## src/hdl/rvid_pkg.sv

```systemverilog
// Package: operation codes and shared types of the RV32 instruction decoder.
package rvid_pkg;

    localparam logic [6:0] OPC_LUI    = 7'h37;
    localparam logic [6:0] OPC_AUIPC  = 7'h17;
    localparam logic [6:0] OPC_JAL    = 7'h6F;
    localparam logic [6:0] OPC_JALR   = 7'h67;
    localparam logic [6:0] OPC_BRANCH = 7'h63;
    localparam logic [6:0] OPC_LOAD   = 7'h03;
    localparam logic [6:0] OPC_STORE  = 7'h23;
    localparam logic [6:0] OPC_OPIMM  = 7'h13;
    localparam logic [6:0] OPC_OP     = 7'h33;
    localparam logic [6:0] OPC_FENCE  = 7'h0F;
    localparam logic [6:0] OPC_SYSTEM = 7'h73;
    localparam logic [6:0] OPC_AMO    = 7'h2F;

    localparam logic [11:0] SYS_ECALL  = 12'h000;
    localparam logic [11:0] SYS_EBREAK = 12'h001;
    localparam logic [11:0] SYS_URET   = 12'h002;
    localparam logic [11:0] SYS_SRET   = 12'h102;
    localparam logic [11:0] SYS_WFI    = 12'h105;
    localparam logic [11:0] SYS_MRET   = 12'h302;

    typedef enum logic [7:0] {
        K_UNK, K_ILL,
        K_LUI, K_AUIPC, K_JAL, K_JALR, K_BEQ, K_BNE, K_BLT, K_BGE, K_BLTU, K_BGEU,
        K_LB, K_LH, K_LW, K_LBU, K_LHU, K_SB, K_SH, K_SW,
        K_ADDI, K_SLTI, K_SLTIU, K_XORI, K_ORI, K_ANDI, K_SLLI, K_SRLI, K_SRAI,
        K_ADD, K_SUB, K_SLL, K_SLT, K_SLTU, K_XOR, K_SRL, K_SRA, K_OR, K_AND,
        K_FENCE, K_FENCEI,
        K_ECALL, K_EBREAK, K_WFI, K_MRET, K_SRET, K_URET,
        K_CSRRW, K_CSRRS, K_CSRRC, K_CSRRWI, K_CSRRSI, K_CSRRCI,
        K_MUL, K_MULH, K_MULHSU, K_MULHU, K_DIV, K_DIVU, K_REM, K_REMU,
        K_SH1ADD, K_SH2ADD, K_SH3ADD,
        K_XNOR, K_ORN, K_ANDN, K_MIN, K_MINU, K_MAX, K_MAXU, K_PACK, K_PACKH,
        K_ROL, K_ROR, K_CLZ, K_CTZ, K_CPOP, K_SEXTB, K_SEXTH, K_REV8, K_ORCB,
        K_ZEXTH, K_RORI,
        K_CLMUL, K_CLMULR, K_CLMULH,
        K_BCLR, K_BEXT, K_BINV, K_BSET, K_BEXTI, K_BINVI, K_BSETI, K_BCLRI,
        K_LR, K_SC, K_AMOSWAP, K_AMOADD, K_AMOXOR, K_AMOAND, K_AMOOR, K_AMOMIN,
        K_AMOMAX, K_AMOMINU, K_AMOMAXU,
        K_CADDI4SPN, K_CFLD, K_CLW, K_CFLW, K_CFSD, K_CSW, K_CFSW,
        K_CNOP, K_CADDI, K_CJAL, K_CLI, K_CADDI16SP, K_CLUI, K_CSRLI, K_CSRAI,
        K_CANDI, K_CSUB, K_CXOR, K_COR, K_CAND, K_CJ, K_CBEQZ, K_CBNEZ,
        K_CSLLI, K_CFLDSP, K_CLWSP, K_CFLWSP, K_CJR, K_CMV, K_CEBREAK, K_CJALR,
        K_CADD, K_CFSDSP, K_CSWSP, K_CFSWSP
    } t_op;

    // Decode result carried between stages.
    typedef struct packed {
        t_op         op;
        logic        comp;
        logic [4:0]  rd;
        logic [4:0]  rs1;
        logic [4:0]  rs2;
        logic [31:0] imm;
        logic [11:0] csr;
        logic        has_tgt;
        logic        aq;
        logic        rl;
        logic        dw;
    } t_dec;

endpackage

```

## src/hdl/rv32_instruction_decoder_core.sv

```systemverilog
// Top level: three-stage pipelined RV32IMAC and Zb* instruction decoder.
// Throughput: one item per cycle while no stall holds the stages; stage 1 registers
// the word, stage 2 the decode (the opcode tables), stage 3 the pc-relative target add.
// A stall holds every stage whose successor is occupied and itself held.
// Reset (synchronous, active low) empties all stages; payload registers are not reset.
module rv32_instruction_decoder_core (
    input  logic        i_clk,
    input  logic        i_rst_n,
    input  logic        i_valid,
    output logic        o_stall,
    input  logic [31:0] i_instr_word,
    input  logic [31:0] i_pc,
    output logic        o_valid,
    input  logic        i_stall,
    output logic [7:0]  o_op_id,
    output logic        o_is_compressed,
    output logic [4:0]  o_rd,
    output logic [4:0]  o_rs1,
    output logic [4:0]  o_rs2,
    output logic signed [31:0] o_imm,
    output logic [11:0] o_csr_addr,
    output logic [31:0] o_target,
    output logic        o_acquire,
    output logic        o_release_res,
    output logic        o_double_width
);

    // Each stage moves when the next one is empty or moving itself.
    logic r_v1, r_v2, r_v3;
    logic adv1, adv2, adv3;
    logic [31:0] r_w1, r_pc1, r_pc2;
    rvid_pkg::t_dec r_d2, r_d3;
    rvid_pkg::t_dec n_d2;
    logic [31:0] r_tgt3;

    assign adv3 = !r_v3 || !i_stall;
    assign adv2 = !r_v2 || adv3;
    assign adv1 = !r_v1 || adv2;
    assign o_stall = !adv1;

    always_ff @(posedge i_clk) begin
        if (!i_rst_n) begin
            r_v1 <= 1'b0;
            r_v2 <= 1'b0;
            r_v3 <= 1'b0;
        end else begin
            if (adv1) r_v1 <= i_valid;
            if (adv2) r_v2 <= r_v1;
            if (adv3) r_v3 <= r_v2;
        end
    end

    always_ff @(posedge i_clk) begin
        if (adv1) begin
            r_w1  <= i_instr_word;
            r_pc1 <= i_pc;
        end
        if (adv2) begin
            r_d2  <= n_d2;
            r_pc2 <= r_pc1;
        end
        if (adv3) begin
            r_d3   <= r_d2;
            r_tgt3 <= r_d2.has_tgt ? r_pc2 + r_d2.imm : 32'd0;
        end
    end

    // Stage 2: the decode proper.
    always_comb begin
        logic [31:0] w;
        logic [15:0] h;
        logic [2:0]  f3;
        logic [6:0]  f7;
        logic [4:0]  rd, r1, r2, r5, s5, ph, pl;
        logic [31:0] i12, c6, u6, jo, bo, wo, v;
        rvid_pkg::t_op o;
        w  = r_w1;
        h  = r_w1[15:0];
        f3 = w[14:12];
        f7 = w[31:25];
        rd = w[11:7];
        r1 = w[19:15];
        r2 = w[24:20];
        i12 = {{20{w[31]}}, w[31:20]};
        r5 = h[11:7];
        s5 = h[6:2];
        ph = {2'b01, h[9:7]};
        pl = {2'b01, h[4:2]};
        c6 = {{26{h[12]}}, h[12], h[6:2]};
        u6 = {26'd0, h[12], h[6:2]};
        jo = {{21{h[12]}}, h[8], h[10:9], h[6], h[7], h[2], h[11], h[5:3], 1'b0};
        bo = {{24{h[12]}}, h[6:5], h[2], h[11:10], h[4:3], 1'b0};
        wo = {25'd0, h[5], h[12:10], h[6], 2'b00};
        v  = 32'd0;
        o  = rvid_pkg::K_UNK;
        n_d2 = '0;
        if (w[1:0] != 2'b11) begin
            n_d2.comp = 1'b1;
            unique case ({h[1:0], h[15:13]})
                5'b00000: begin
                    v = {22'd0, h[10:7], h[12:11], h[5], h[6], 2'b00};
                    if (v == 32'd0) n_d2.op = rvid_pkg::K_ILL;
                    else begin
                        n_d2.op = rvid_pkg::K_CADDI4SPN;
                        n_d2.rd = pl; n_d2.rs1 = 5'd2; n_d2.imm = v;
                    end
                end
                5'b00001: n_d2.op = rvid_pkg::K_CFLD;
                5'b00010: begin
                    n_d2.op = rvid_pkg::K_CLW; n_d2.rd = pl; n_d2.rs1 = ph; n_d2.imm = wo;
                end
                5'b00011: n_d2.op = rvid_pkg::K_CFLW;
                5'b00101: n_d2.op = rvid_pkg::K_CFSD;
                5'b00110: begin
                    n_d2.op = rvid_pkg::K_CSW; n_d2.rs2 = pl; n_d2.rs1 = ph; n_d2.imm = wo;
                end
                5'b00111: n_d2.op = rvid_pkg::K_CFSW;
                5'b01000: begin
                    if (r5 == 5'd0) begin
                        n_d2.op = (c6 == 32'd0) ? rvid_pkg::K_CNOP : rvid_pkg::K_ILL;
                    end else begin
                        n_d2.op = rvid_pkg::K_CADDI; n_d2.rd = r5; n_d2.rs1 = r5;
                        n_d2.imm = c6;
                    end
                end
                5'b01001: begin
                    n_d2.op = rvid_pkg::K_CJAL; n_d2.rd = 5'd1; n_d2.imm = jo;
                    n_d2.has_tgt = 1'b1;
                end
                5'b01010: begin
                    if (r5 == 5'd0) n_d2.op = rvid_pkg::K_ILL;
                    else begin
                        n_d2.op = rvid_pkg::K_CLI; n_d2.rd = r5; n_d2.imm = c6;
                    end
                end
                5'b01011: begin
                    if (r5 == 5'd2) begin
                        v = {{23{h[12]}}, h[4:3], h[5], h[2], h[6], 4'd0};
                        if (v == 32'd0) n_d2.op = rvid_pkg::K_ILL;
                        else begin
                            n_d2.op = rvid_pkg::K_CADDI16SP; n_d2.rd = 5'd2;
                            n_d2.rs1 = 5'd2; n_d2.imm = v;
                        end
                    end else if (r5 == 5'd0 || c6 == 32'd0) begin
                        n_d2.op = rvid_pkg::K_ILL;
                    end else begin
                        n_d2.op = rvid_pkg::K_CLUI; n_d2.rd = r5;
                        n_d2.imm = {c6[19:0], 12'd0};
                    end
                end
                5'b01100: begin
                    if (h[11:10] == 2'b11) begin
                        if (!h[12]) begin
                            n_d2.op = rvid_pkg::t_op'(8'(rvid_pkg::K_CSUB) + 8'(h[6:5]));
                            n_d2.rs2 = pl; n_d2.rd = ph; n_d2.rs1 = ph;
                        end
                    end else begin
                        n_d2.op = rvid_pkg::t_op'(8'(rvid_pkg::K_CSRLI) + 8'(h[11:10]));
                        n_d2.imm = (h[11:10] == 2'b10) ? c6 : u6;
                        n_d2.rd = ph; n_d2.rs1 = ph;
                    end
                end
                5'b01101: begin
                    n_d2.op = rvid_pkg::K_CJ; n_d2.imm = jo; n_d2.has_tgt = 1'b1;
                end
                5'b01110, 5'b01111: begin
                    n_d2.op = h[13] ? rvid_pkg::K_CBNEZ : rvid_pkg::K_CBEQZ;
                    n_d2.rs1 = ph; n_d2.imm = bo; n_d2.has_tgt = 1'b1;
                end
                5'b10000: begin
                    if (r5 == 5'd0 || u6 == 32'd0) n_d2.op = rvid_pkg::K_ILL;
                    else begin
                        n_d2.op = rvid_pkg::K_CSLLI; n_d2.rd = r5; n_d2.rs1 = r5;
                        n_d2.imm = u6;
                    end
                end
                5'b10001: n_d2.op = rvid_pkg::K_CFLDSP;
                5'b10010: begin
                    if (r5 == 5'd0) n_d2.op = rvid_pkg::K_ILL;
                    else begin
                        n_d2.op = rvid_pkg::K_CLWSP; n_d2.rd = r5; n_d2.rs1 = 5'd2;
                        n_d2.imm = {24'd0, h[3:2], h[12], h[6:4], 2'b00};
                    end
                end
                5'b10011: n_d2.op = rvid_pkg::K_CFLWSP;
                5'b10100: begin
                    if (!h[12]) begin
                        if (s5 == 5'd0) begin
                            if (r5 == 5'd0) n_d2.op = rvid_pkg::K_ILL;
                            else begin
                                n_d2.op = rvid_pkg::K_CJR; n_d2.rs1 = r5;
                            end
                        end else begin
                            n_d2.op = rvid_pkg::K_CMV; n_d2.rd = r5; n_d2.rs2 = s5;
                        end
                    end else if (r5 == 5'd0 && s5 == 5'd0) begin
                        n_d2.op = rvid_pkg::K_CEBREAK;
                    end else if (s5 == 5'd0) begin
                        n_d2.op = rvid_pkg::K_CJALR; n_d2.rd = 5'd1; n_d2.rs1 = r5;
                    end else begin
                        n_d2.op = rvid_pkg::K_CADD; n_d2.rd = r5; n_d2.rs1 = r5;
                        n_d2.rs2 = s5;
                    end
                end
                5'b10101: n_d2.op = rvid_pkg::K_CFSDSP;
                5'b10110: begin
                    n_d2.op = rvid_pkg::K_CSWSP; n_d2.rs2 = s5; n_d2.rs1 = 5'd2;
                    n_d2.imm = {24'd0, h[8:7], h[12:9], 2'b00};
                end
                5'b10111: n_d2.op = rvid_pkg::K_CFSWSP;
                default: n_d2.op = rvid_pkg::K_UNK;
            endcase
        end else begin
            unique case (w[6:0])
                rvid_pkg::OPC_LUI, rvid_pkg::OPC_AUIPC: begin
                    n_d2.op = (w[6:0] == rvid_pkg::OPC_LUI) ? rvid_pkg::K_LUI
                                                            : rvid_pkg::K_AUIPC;
                    n_d2.rd = rd; n_d2.imm = {w[31:12], 12'd0};
                end
                rvid_pkg::OPC_JAL: begin
                    n_d2.op = rvid_pkg::K_JAL; n_d2.rd = rd; n_d2.has_tgt = 1'b1;
                    n_d2.imm = {{12{w[31]}}, w[19:12], w[20], w[30:21], 1'b0};
                end
                rvid_pkg::OPC_JALR: begin
                    n_d2.op = rvid_pkg::K_JALR; n_d2.rd = rd; n_d2.rs1 = r1;
                    n_d2.imm = i12;
                end
                rvid_pkg::OPC_BRANCH: begin
                    case (f3)
                        3'd0: o = rvid_pkg::K_BEQ;
                        3'd1: o = rvid_pkg::K_BNE;
                        3'd4: o = rvid_pkg::K_BLT;
                        3'd5: o = rvid_pkg::K_BGE;
                        3'd6: o = rvid_pkg::K_BLTU;
                        3'd7: o = rvid_pkg::K_BGEU;
                        default: o = rvid_pkg::K_UNK;
                    endcase
                    if (o != rvid_pkg::K_UNK) begin
                        n_d2.op = o; n_d2.rs1 = r1; n_d2.rs2 = r2; n_d2.has_tgt = 1'b1;
                        n_d2.imm = {{20{w[31]}}, w[7], w[30:25], w[11:8], 1'b0};
                    end
                end
                rvid_pkg::OPC_LOAD: begin
                    case (f3)
                        3'd0: o = rvid_pkg::K_LB;
                        3'd1: o = rvid_pkg::K_LH;
                        3'd2: o = rvid_pkg::K_LW;
                        3'd4: o = rvid_pkg::K_LBU;
                        3'd5: o = rvid_pkg::K_LHU;
                        default: o = rvid_pkg::K_UNK;
                    endcase
                    if (o != rvid_pkg::K_UNK) begin
                        n_d2.op = o; n_d2.rd = rd; n_d2.rs1 = r1; n_d2.imm = i12;
                    end
                end
                rvid_pkg::OPC_STORE: begin
                    case (f3)
                        3'd0: o = rvid_pkg::K_SB;
                        3'd1: o = rvid_pkg::K_SH;
                        3'd2: o = rvid_pkg::K_SW;
                        default: o = rvid_pkg::K_UNK;
                    endcase
                    if (o != rvid_pkg::K_UNK) begin
                        n_d2.op = o; n_d2.rs1 = r1; n_d2.rs2 = r2;
                        n_d2.imm = {{20{w[31]}}, w[31:25], w[11:7]};
                    end
                end
                rvid_pkg::OPC_OPIMM: begin
                    v = i12;
                    case (f3)
                        3'd0: o = rvid_pkg::K_ADDI;
                        3'd2: o = rvid_pkg::K_SLTI;
                        3'd3: o = rvid_pkg::K_SLTIU;
                        3'd4: o = rvid_pkg::K_XORI;
                        3'd6: o = rvid_pkg::K_ORI;
                        3'd7: o = rvid_pkg::K_ANDI;
                        3'd1: begin
                            v = {27'd0, r2};
                            if (f7 == 7'h00) o = rvid_pkg::K_SLLI;
                            else if (f7 == 7'h30) begin
                                v = 32'd0;
                                case (r2)
                                    5'd0: o = rvid_pkg::K_CLZ;
                                    5'd1: o = rvid_pkg::K_CTZ;
                                    5'd2: o = rvid_pkg::K_CPOP;
                                    5'd4: o = rvid_pkg::K_SEXTB;
                                    5'd5: o = rvid_pkg::K_SEXTH;
                                    default: o = rvid_pkg::K_UNK;
                                endcase
                            end
                            else if (f7 == 7'h24) o = rvid_pkg::K_BCLRI;
                            else if (f7 == 7'h34) o = rvid_pkg::K_BINVI;
                            else if (f7 == 7'h14) o = rvid_pkg::K_BSETI;
                        end
                        default: begin
                            v = {27'd0, r2};
                            if (f7 == 7'h00) o = rvid_pkg::K_SRLI;
                            else if (f7 == 7'h20) o = rvid_pkg::K_SRAI;
                            else if (f7 == 7'h30) o = rvid_pkg::K_RORI;
                            else if (f7 == 7'h24) o = rvid_pkg::K_BEXTI;
                            else if (f7 == 7'h14 && r2 == 5'd7) begin
                                o = rvid_pkg::K_ORCB; v = 32'd0;
                            end else if (f7 == 7'h34 && r2 == 5'h18) begin
                                o = rvid_pkg::K_REV8; v = 32'd0;
                            end
                        end
                    endcase
                    if (o != rvid_pkg::K_UNK) begin
                        n_d2.op = o; n_d2.rd = rd; n_d2.rs1 = r1; n_d2.imm = v;
                    end
                end
                rvid_pkg::OPC_OP: begin
                    case (f7)
                        7'h00: begin
                            case (f3)
                                3'd0: o = rvid_pkg::K_ADD;
                                3'd1: o = rvid_pkg::K_SLL;
                                3'd2: o = rvid_pkg::K_SLT;
                                3'd3: o = rvid_pkg::K_SLTU;
                                3'd4: o = rvid_pkg::K_XOR;
                                3'd5: o = rvid_pkg::K_SRL;
                                3'd6: o = rvid_pkg::K_OR;
                                default: o = rvid_pkg::K_AND;
                            endcase
                        end
                        7'h01: o = rvid_pkg::t_op'(8'(rvid_pkg::K_MUL) + 8'(f3));
                        7'h20: begin
                            case (f3)
                                3'd0: o = rvid_pkg::K_SUB;
                                3'd5: o = rvid_pkg::K_SRA;
                                3'd4: o = rvid_pkg::K_XNOR;
                                3'd6: o = rvid_pkg::K_ORN;
                                3'd7: o = rvid_pkg::K_ANDN;
                                default: o = rvid_pkg::K_UNK;
                            endcase
                        end
                        7'h05: begin
                            if (f3[2]) o = rvid_pkg::t_op'(8'(rvid_pkg::K_MIN) + 8'(f3[1:0]));
                            else if (f3 != 3'd0)
                                o = rvid_pkg::t_op'(8'(rvid_pkg::K_CLMUL) + 8'(f3) - 8'd1);
                        end
                        7'h04: begin
                            if (f3 == 3'd4)
                                o = (r2 == 5'd0) ? rvid_pkg::K_ZEXTH : rvid_pkg::K_PACK;
                            else if (f3 == 3'd7) o = rvid_pkg::K_PACKH;
                        end
                        7'h30: begin
                            if (f3 == 3'd1) o = rvid_pkg::K_ROL;
                            else if (f3 == 3'd5) o = rvid_pkg::K_ROR;
                        end
                        7'h10: begin
                            if (f3 == 3'd2) o = rvid_pkg::K_SH1ADD;
                            else if (f3 == 3'd4) o = rvid_pkg::K_SH2ADD;
                            else if (f3 == 3'd6) o = rvid_pkg::K_SH3ADD;
                        end
                        7'h24: begin
                            if (f3 == 3'd1) o = rvid_pkg::K_BCLR;
                            else if (f3 == 3'd5) o = rvid_pkg::K_BEXT;
                        end
                        7'h34: if (f3 == 3'd1) o = rvid_pkg::K_BINV;
                        7'h14: if (f3 == 3'd1) o = rvid_pkg::K_BSET;
                        default: o = rvid_pkg::K_UNK;
                    endcase
                    if (o != rvid_pkg::K_UNK) begin
                        n_d2.op = o; n_d2.rd = rd; n_d2.rs1 = r1; n_d2.rs2 = r2;
                    end
                end
                rvid_pkg::OPC_FENCE: begin
                    if (f3 == 3'd0) n_d2.op = rvid_pkg::K_FENCE;
                    else if (f3 == 3'd1) n_d2.op = rvid_pkg::K_FENCEI;
                end
                rvid_pkg::OPC_SYSTEM: begin
                    if (f3 == 3'd0) begin
                        case (w[31:20])
                            rvid_pkg::SYS_ECALL:  n_d2.op = rvid_pkg::K_ECALL;
                            rvid_pkg::SYS_EBREAK: n_d2.op = rvid_pkg::K_EBREAK;
                            rvid_pkg::SYS_WFI:    n_d2.op = rvid_pkg::K_WFI;
                            rvid_pkg::SYS_MRET:   n_d2.op = rvid_pkg::K_MRET;
                            rvid_pkg::SYS_SRET:   n_d2.op = rvid_pkg::K_SRET;
                            rvid_pkg::SYS_URET:   n_d2.op = rvid_pkg::K_URET;
                            default:              n_d2.op = rvid_pkg::K_UNK;
                        endcase
                    end else if (f3 != 3'd4) begin
                        n_d2.op = f3[2]
                            ? rvid_pkg::t_op'(8'(rvid_pkg::K_CSRRWI) + 8'(f3[1:0]) - 8'd1)
                            : rvid_pkg::t_op'(8'(rvid_pkg::K_CSRRW) + 8'(f3[1:0]) - 8'd1);
                        n_d2.rd = rd; n_d2.rs1 = r1; n_d2.csr = w[31:20];
                    end
                end
                rvid_pkg::OPC_AMO: begin
                    if (f3 == 3'd2 || f3 == 3'd3) begin
                        case (w[31:27])
                            5'h00: o = rvid_pkg::K_AMOADD;
                            5'h01: o = rvid_pkg::K_AMOSWAP;
                            5'h02: o = rvid_pkg::K_LR;
                            5'h03: o = rvid_pkg::K_SC;
                            5'h04: o = rvid_pkg::K_AMOXOR;
                            5'h08: o = rvid_pkg::K_AMOOR;
                            5'h0C: o = rvid_pkg::K_AMOAND;
                            5'h10: o = rvid_pkg::K_AMOMIN;
                            5'h14: o = rvid_pkg::K_AMOMAX;
                            5'h18: o = rvid_pkg::K_AMOMINU;
                            5'h1C: o = rvid_pkg::K_AMOMAXU;
                            default: o = rvid_pkg::K_UNK;
                        endcase
                    end
                    if (o != rvid_pkg::K_UNK) begin
                        n_d2.op = o; n_d2.rd = rd; n_d2.rs1 = r1;
                        n_d2.rs2 = (o == rvid_pkg::K_LR) ? 5'd0 : r2;
                        n_d2.aq = w[26]; n_d2.rl = w[25]; n_d2.dw = f3[0];
                    end
                end
                default: n_d2.op = rvid_pkg::K_UNK;
            endcase
        end
    end

    assign o_valid         = r_v3;
    assign o_op_id         = r_d3.op;
    assign o_is_compressed = r_d3.comp;
    assign o_rd            = r_d3.rd;
    assign o_rs1           = r_d3.rs1;
    assign o_rs2           = r_d3.rs2;
    assign o_imm           = r_d3.imm;
    assign o_csr_addr      = r_d3.csr;
    assign o_target        = r_tgt3;
    assign o_acquire       = r_d3.aq;
    assign o_release_res   = r_d3.rl;
    assign o_double_width  = r_d3.dw;

`ifndef NO_ASSERTIONS
    // A stalled result must not be overwritten.
    a_hold: assert property (@(posedge i_clk) disable iff (!i_rst_n)
        (r_v3 && i_stall) |=> (r_v3 && $stable(r_tgt3) && $stable(r_d3)))
        else $error("stalled result changed");
    // The input is stalled only when all three stages are full.
    a_full: assert property (@(posedge i_clk) disable iff (!i_rst_n)
        o_stall |-> (r_v1 && r_v2 && r_v3 && i_stall))
        else $error("input stalled with a free stage");
    // Only branch and jump operations carry a nonzero target.
    a_tgt: assert property (@(posedge i_clk) disable iff (!i_rst_n)
        (r_v3 && !r_d3.has_tgt) |-> (r_tgt3 == 32'd0))
        else $error("target on a non-branch");
    // Unknown and illegal words report no fields.
    a_unk: assert property (@(posedge i_clk) disable iff (!i_rst_n)
        (r_v3 && (r_d3.op == rvid_pkg::K_UNK || r_d3.op == rvid_pkg::K_ILL))
            |-> (r_d3.rd == 5'd0 && r_d3.imm == 32'd0 && !r_d3.has_tgt))
        else $error("fields on an undecoded word");
`endif

endmodule

```

## config.mk

```make
export PLATFORM = sky130hd
export DESIGN_NAME = rv32_instruction_decoder_core
export DESIGN_NICKNAME = d
export VERILOG_FILES = /design/src/hdl/rvid_pkg.sv /design/src/hdl/rv32_instruction_decoder_core.sv
export SDC_FILE = /design/constraint.sdc
export NUM_CORES = 1
export LEC_CHECK = 0
export ABC_AREA = 1
export BUFFER_PORTS_ARGS = -buffer_cell sky130_fd_sc_hd__buf_2
export CAP_MARGIN = 20
export CORE_MARGIN = 10
export CORE_UTILIZATION = 35
export DETAILED_ROUTE_END_ITERATION = 8
export PLACE_DENSITY = 0.58
export SYNTH_ARGS = -nofsm -noshare
export SYNTH_HDL_FRONTEND = slang
export SYNTH_SLANG_ARGS = --single-unit
export TNS_END_PERCENT = 50
```

## constraint.sdc

```tcl
create_clock -name i_clk -period 16.55 [get_ports i_clk]
set_input_delay 0.8275 -clock i_clk [delete_from_list [all_inputs] [get_ports i_clk]]
set_output_delay 0.8275 -clock i_clk [all_outputs]
set_load 0.02 [all_outputs]
```

# ---- Word-level counts from Yosys, hierarchy flattened
# Memories as Yosys holds them, arrays and structs flattened. A register that Yosys moved wholly into a read port is not among the register bits.
# Cells that the tools add are included.
# Widths: inputs -> output; s select.
dict set report word_totals {
  register_bits 274
  mem_bits_ro 224
  inputBits 68
  out_inout_bits 105
  word_cells 295
  n_memories 1
}
# memory words width rd rd_ports_with_merged_regs wr line_no
set mem_list {}
lappend mem_list {{(name not given)} 32 7 1 1 0 rv32_instruction_decoder_core.sv:392} ;# case (w[31:27])
dict set report classes {
  addsub 11
  eq_ne 67
  n_mux 141
  n_bitwise 4
  reduce_logical 43
}
# operator n
set ops {}
lappend ops {{$pmux 32 s10} 1}
lappend ops {{$mux 8} 37}
lappend ops {{$mux 32} 8}
lappend ops {{$pmux 32 s7} 1}
lappend ops {{$pmux 8 s22} 1}
lappend ops {{$mux 7} 24}
lappend ops {{$mux 10} 10}
lappend ops {{$mux 5} 19}
lappend ops {{$pmux 8 s11} 1}
lappend ops {{$mux 42} 2}
lappend ops {{$pmux 8 s10} 1}
lappend ops {{$pmux 7 s5} 2}
lappend ops {{$pmux 32 s2} 1}
lappend ops {{$mux 15} 4}
lappend ops {{$eq 7x6->1 const B} 8}
lappend ops {{$pmux 8 s7} 1}
lappend ops {{$pmux 5 s10} 1}
lappend ops {{$reduce_bool 8->1} 6}
lappend ops {{$mux 47} 1}
lappend ops {{$eq 5x5->1 const B} 9}
lappend ops {{$pmux 5 s9} 1}
lappend ops {{$pmux 6 s7} 1}
lappend ops {{$eq 5x4->1 const B} 8}
lappend ops {{$pmux 5 s4} 2}
lappend ops {{other kinds (56)} 116}

# ---- Logic depth before layout (Yosys ltp)
dict set report logic_depth {
  depth_word 15
  depth_mapped 18
  depth_no_buf 16
}

# ---- Worst setup path after synthesis
# No wires, ideal clock.
dict set report synth_path {
  kind {input to register}
  startpoint {input i_stall}
  endpoint {register (tool-made name)}
  setup_ps 75
  arrival_ps 6636
  required_ps 16475
  slack_ps 9840
  path_stages 12
  n_path_buf 0
  path_cell_list {nand2_1 > nor2_1 > nand2_1 > inv_1 > o21ai_0 > ha_1 > inv_1 > a21oi_1 > inv_1 > a21oi_1 > o21ai_0 > o21ai_0}
}
# element line_no
set synth_rtl {}
lappend synth_rtl {{start: declaration} rv32_instruction_decoder_core.sv:14} ;# input logic i_stall,

==> results.cfg <==
[worst_setup_path]
criticalPathCategory = reg -> reg
worstSetupStartpointType = flip-flop
crit_slowest_cell = edfxtp_1
critical_path.max_fanout = 20
worstPathRequired_ns = 16.85
crit_chain = inv_1, ha_1, inv_2, nor2_2, nor2_1, nand3_4, inv_2, nor3_2, nand2_1, nand2_1, nand2_2, nand3_2, nand2_2, nor2_4, nand3_1
slowest_delay_ns = 0.65
end_kind = flip-flop
arrival_ns = 4.34

[synthesis]
ys_ff_latch = 281
synth-async-reset-ratio_pct = 0
ys_warn_count = 0
yosysTopAreaCell = edfxtp_1
synth_seq_area_share_pct = 58.1
ys_top_cells_by_area = edfxtp_1 (57%), nand2_1 (6.9%), nor2_1 (5.2%), a21oi_1 (4.3%), inv_1 (4.2%)
syn_inst = 1485
synth.most_common_cell = edfxtp_1
ys.flop_type = edfxtp_1
synth.avg_cell_area_um2 = 9.67
synth_common_cells = edfxtp_1 (271), nand2_1 (264), nor2_1 (198), inv_1 (160), a21oi_1 (122)
synth_top_area_share_pct = 56.7
synthDistinctLibCells = 55
synth_edf_count = 271
synth_area_mm2 = 0.0144
synth_nets = 1595

[status]
status = finished clean

[floorplanning]
rows = 74
core-area_mm2 = 0.0407
initial_core_util_pct = 35.2
die_h_um = 223
dieArea_mm2 = 0.0495
ios = 173
die_w_um = 223

[drt]
wire_per_inst_um = 21.0
dr_total_vias = 11700
drc = 0
detail-route-antenna-nets = 0
drtPass1Iterations = 5
vias_per_cell = 5.26
wl_um = 46900
drt_iter0_drc = 1065

[flow_run]
maxCapViolCount = 0

[sta]
finalSetupViolCount = 0
rsz0062_at_grt = no
fmax_ghz = 0.247
period_needed_ns = 4.05
clock_skew_ns = 0.0126
fin_ws_ns = 12.50
max_slew_margin_pct = 30.6
fin_crit_sh_pct = 24.4
tns_ns = 0
maxSlewViolCount = 0
hold_viol_final = 0
worst_pin_slew_ns = 1.02

[power_and_ir_drop]
p_per_area_mw_per_mm2 = 104
ir_drop_mv = 0.0739
p_leak_nw = 7.78
power_mw = 1.74

[global_route]
overflow = 0
antenna_found_initial = 1
grt_pass1_wl_um = 69800
grt_pass1_vias = 11600
grt_usage_pct = 18.0
grt_max_degree = 72

[clocking]
cts_max_level = 1
hold_buffers = 0
cts_resized = 0
clk_path_buf_depth = 3
cts_root_buffer = clkbuf_16
post-cts-setup-buffer-count = 0
cts_tree = done
insertion_delay_ns = 0.59
cts_sinks = 281
cts_inserted_buffers = 30
clk_pin_slew_ns = 0.06

[layout]
layout.cells.non_filler = 2230
area_growth_pct = 17.1
insertedDiodeCount = 0
final_util_pct = 41.3
drive_gt1_share_pct = 17.8
fin_nets = 1784

[placed_design]
dp_hpwl_um = 36400
place_ws_ns = 12.13
globalplace.congestion = 0.973
port_buffers = 172
dp.cells = 2174

[worst_hold_path]
worstHoldPathType = in -> reg
[layer usage]
layer  GRT usage (%)  part of all wire, %  vias up
met5               0                0.026        -
met4            5.71                  3.2        2
met3            2.93                  5.9       95
met2            30.1                   47      460
met1            23.4                   44     5610
li1                -                    -     5571
[power by group]
part / total, mW / switching [mW] / internal, mW
clock: 0.655 / 0.286 / 0.368
sequential: 0.867 / 0.0319 / 0.835
combinational: 0.222 / 0.155 / 0.0676
total: 1.74 / 0.473 / 1.27
[logic make-up after synthesis]
kind of cell             Yosys count  synth area share, %
AND/OR/NAND/NOR                  657                 20.7
AO/OA/AOI/OAI                    297                 11.8
flip-flops                       281                 58.1
buffers and inverters            205                 5.60
adder cells (fa/ha/maj)           42                 3.71
XOR/XNOR                           3                0.183
[cells in the final DEF (no fill, tap or decap), drive strengths merged, types with 5 or more instances in the layout]
cell	instances
nand3b	6
a21boi	5
nand4	36
edfxtp	271
a21o	6
clkbuf	33
dfxtp	10
o21ai	103
a22oi	7
nand2	276
nor4	5
clkinvlp	7
nand3	86
buf	178
ha	41
inv	183
clkinv	15
o211ai	6
o21a	11
a31oi	7
nor3	27
nor2	216
a21oi	123
[flip-flops by register name (all words and copies together) (netlist names), 5 cells and up, named ones only]
signal,cells
o_rs2,5
o_rs1,5
r_pc1,32
r_d2,72
r_w1,32
o_rd,5
o_op_id,8
o_csr_addr,12
o_imm,32
r_pc2,32
o_target,32
[worst max-delay path, delay by kind of cell (launching register included)]
| family | cells | cell delay, ns |
|---|---|---|
| AND/OR/NAND/NOR | 11 | 1.76 |
| adder cells (fa/ha/maj) | 1 | 0.53 |
| buffers and inverters | 3 | 0.79 |
| flip-flops | 1 | 0.65 |
[layout make-up]
class / count / area [um^2]
clock buffer: 33 / 762
clock inverter: 23 / 219
fill: 4048 / 23900
inverter: 184 / 693
multi-input combinational: 999 / 5240
sequential: 281 / 8340
tap: 532 / 666
timing repair buffer: 178 / 906
[stage by stage]
stage	hold WS [ns]	instance area, um^2
after floorplan	0.400	14400
after global placement	0.402	15800
after detailed placement	0.405	15800
after CTS	0.382	16800
after global routing	0.391	16800
final	0.413	16800
[final timing paths]
path,startpoint,endpoint,slack (ns),cells after the start
hold / removal,i_instr_word[6],r_w1[6]$_DFFE_PN_,0.41,1
hold reg to reg,r_d2[57]$_DFFE_PP_,o_rs1[4]$_DFFE_PP_,0.41,0
setup / recovery,r_w1[12]$_DFFE_PN_,r_d2[37]$_DFFE_PP_,12.50,15
setup reg to reg,r_w1[12]$_DFFE_PN_,r_d2[37]$_DFFE_PP_,12.50,15
(Power assumes the default switching activity.)
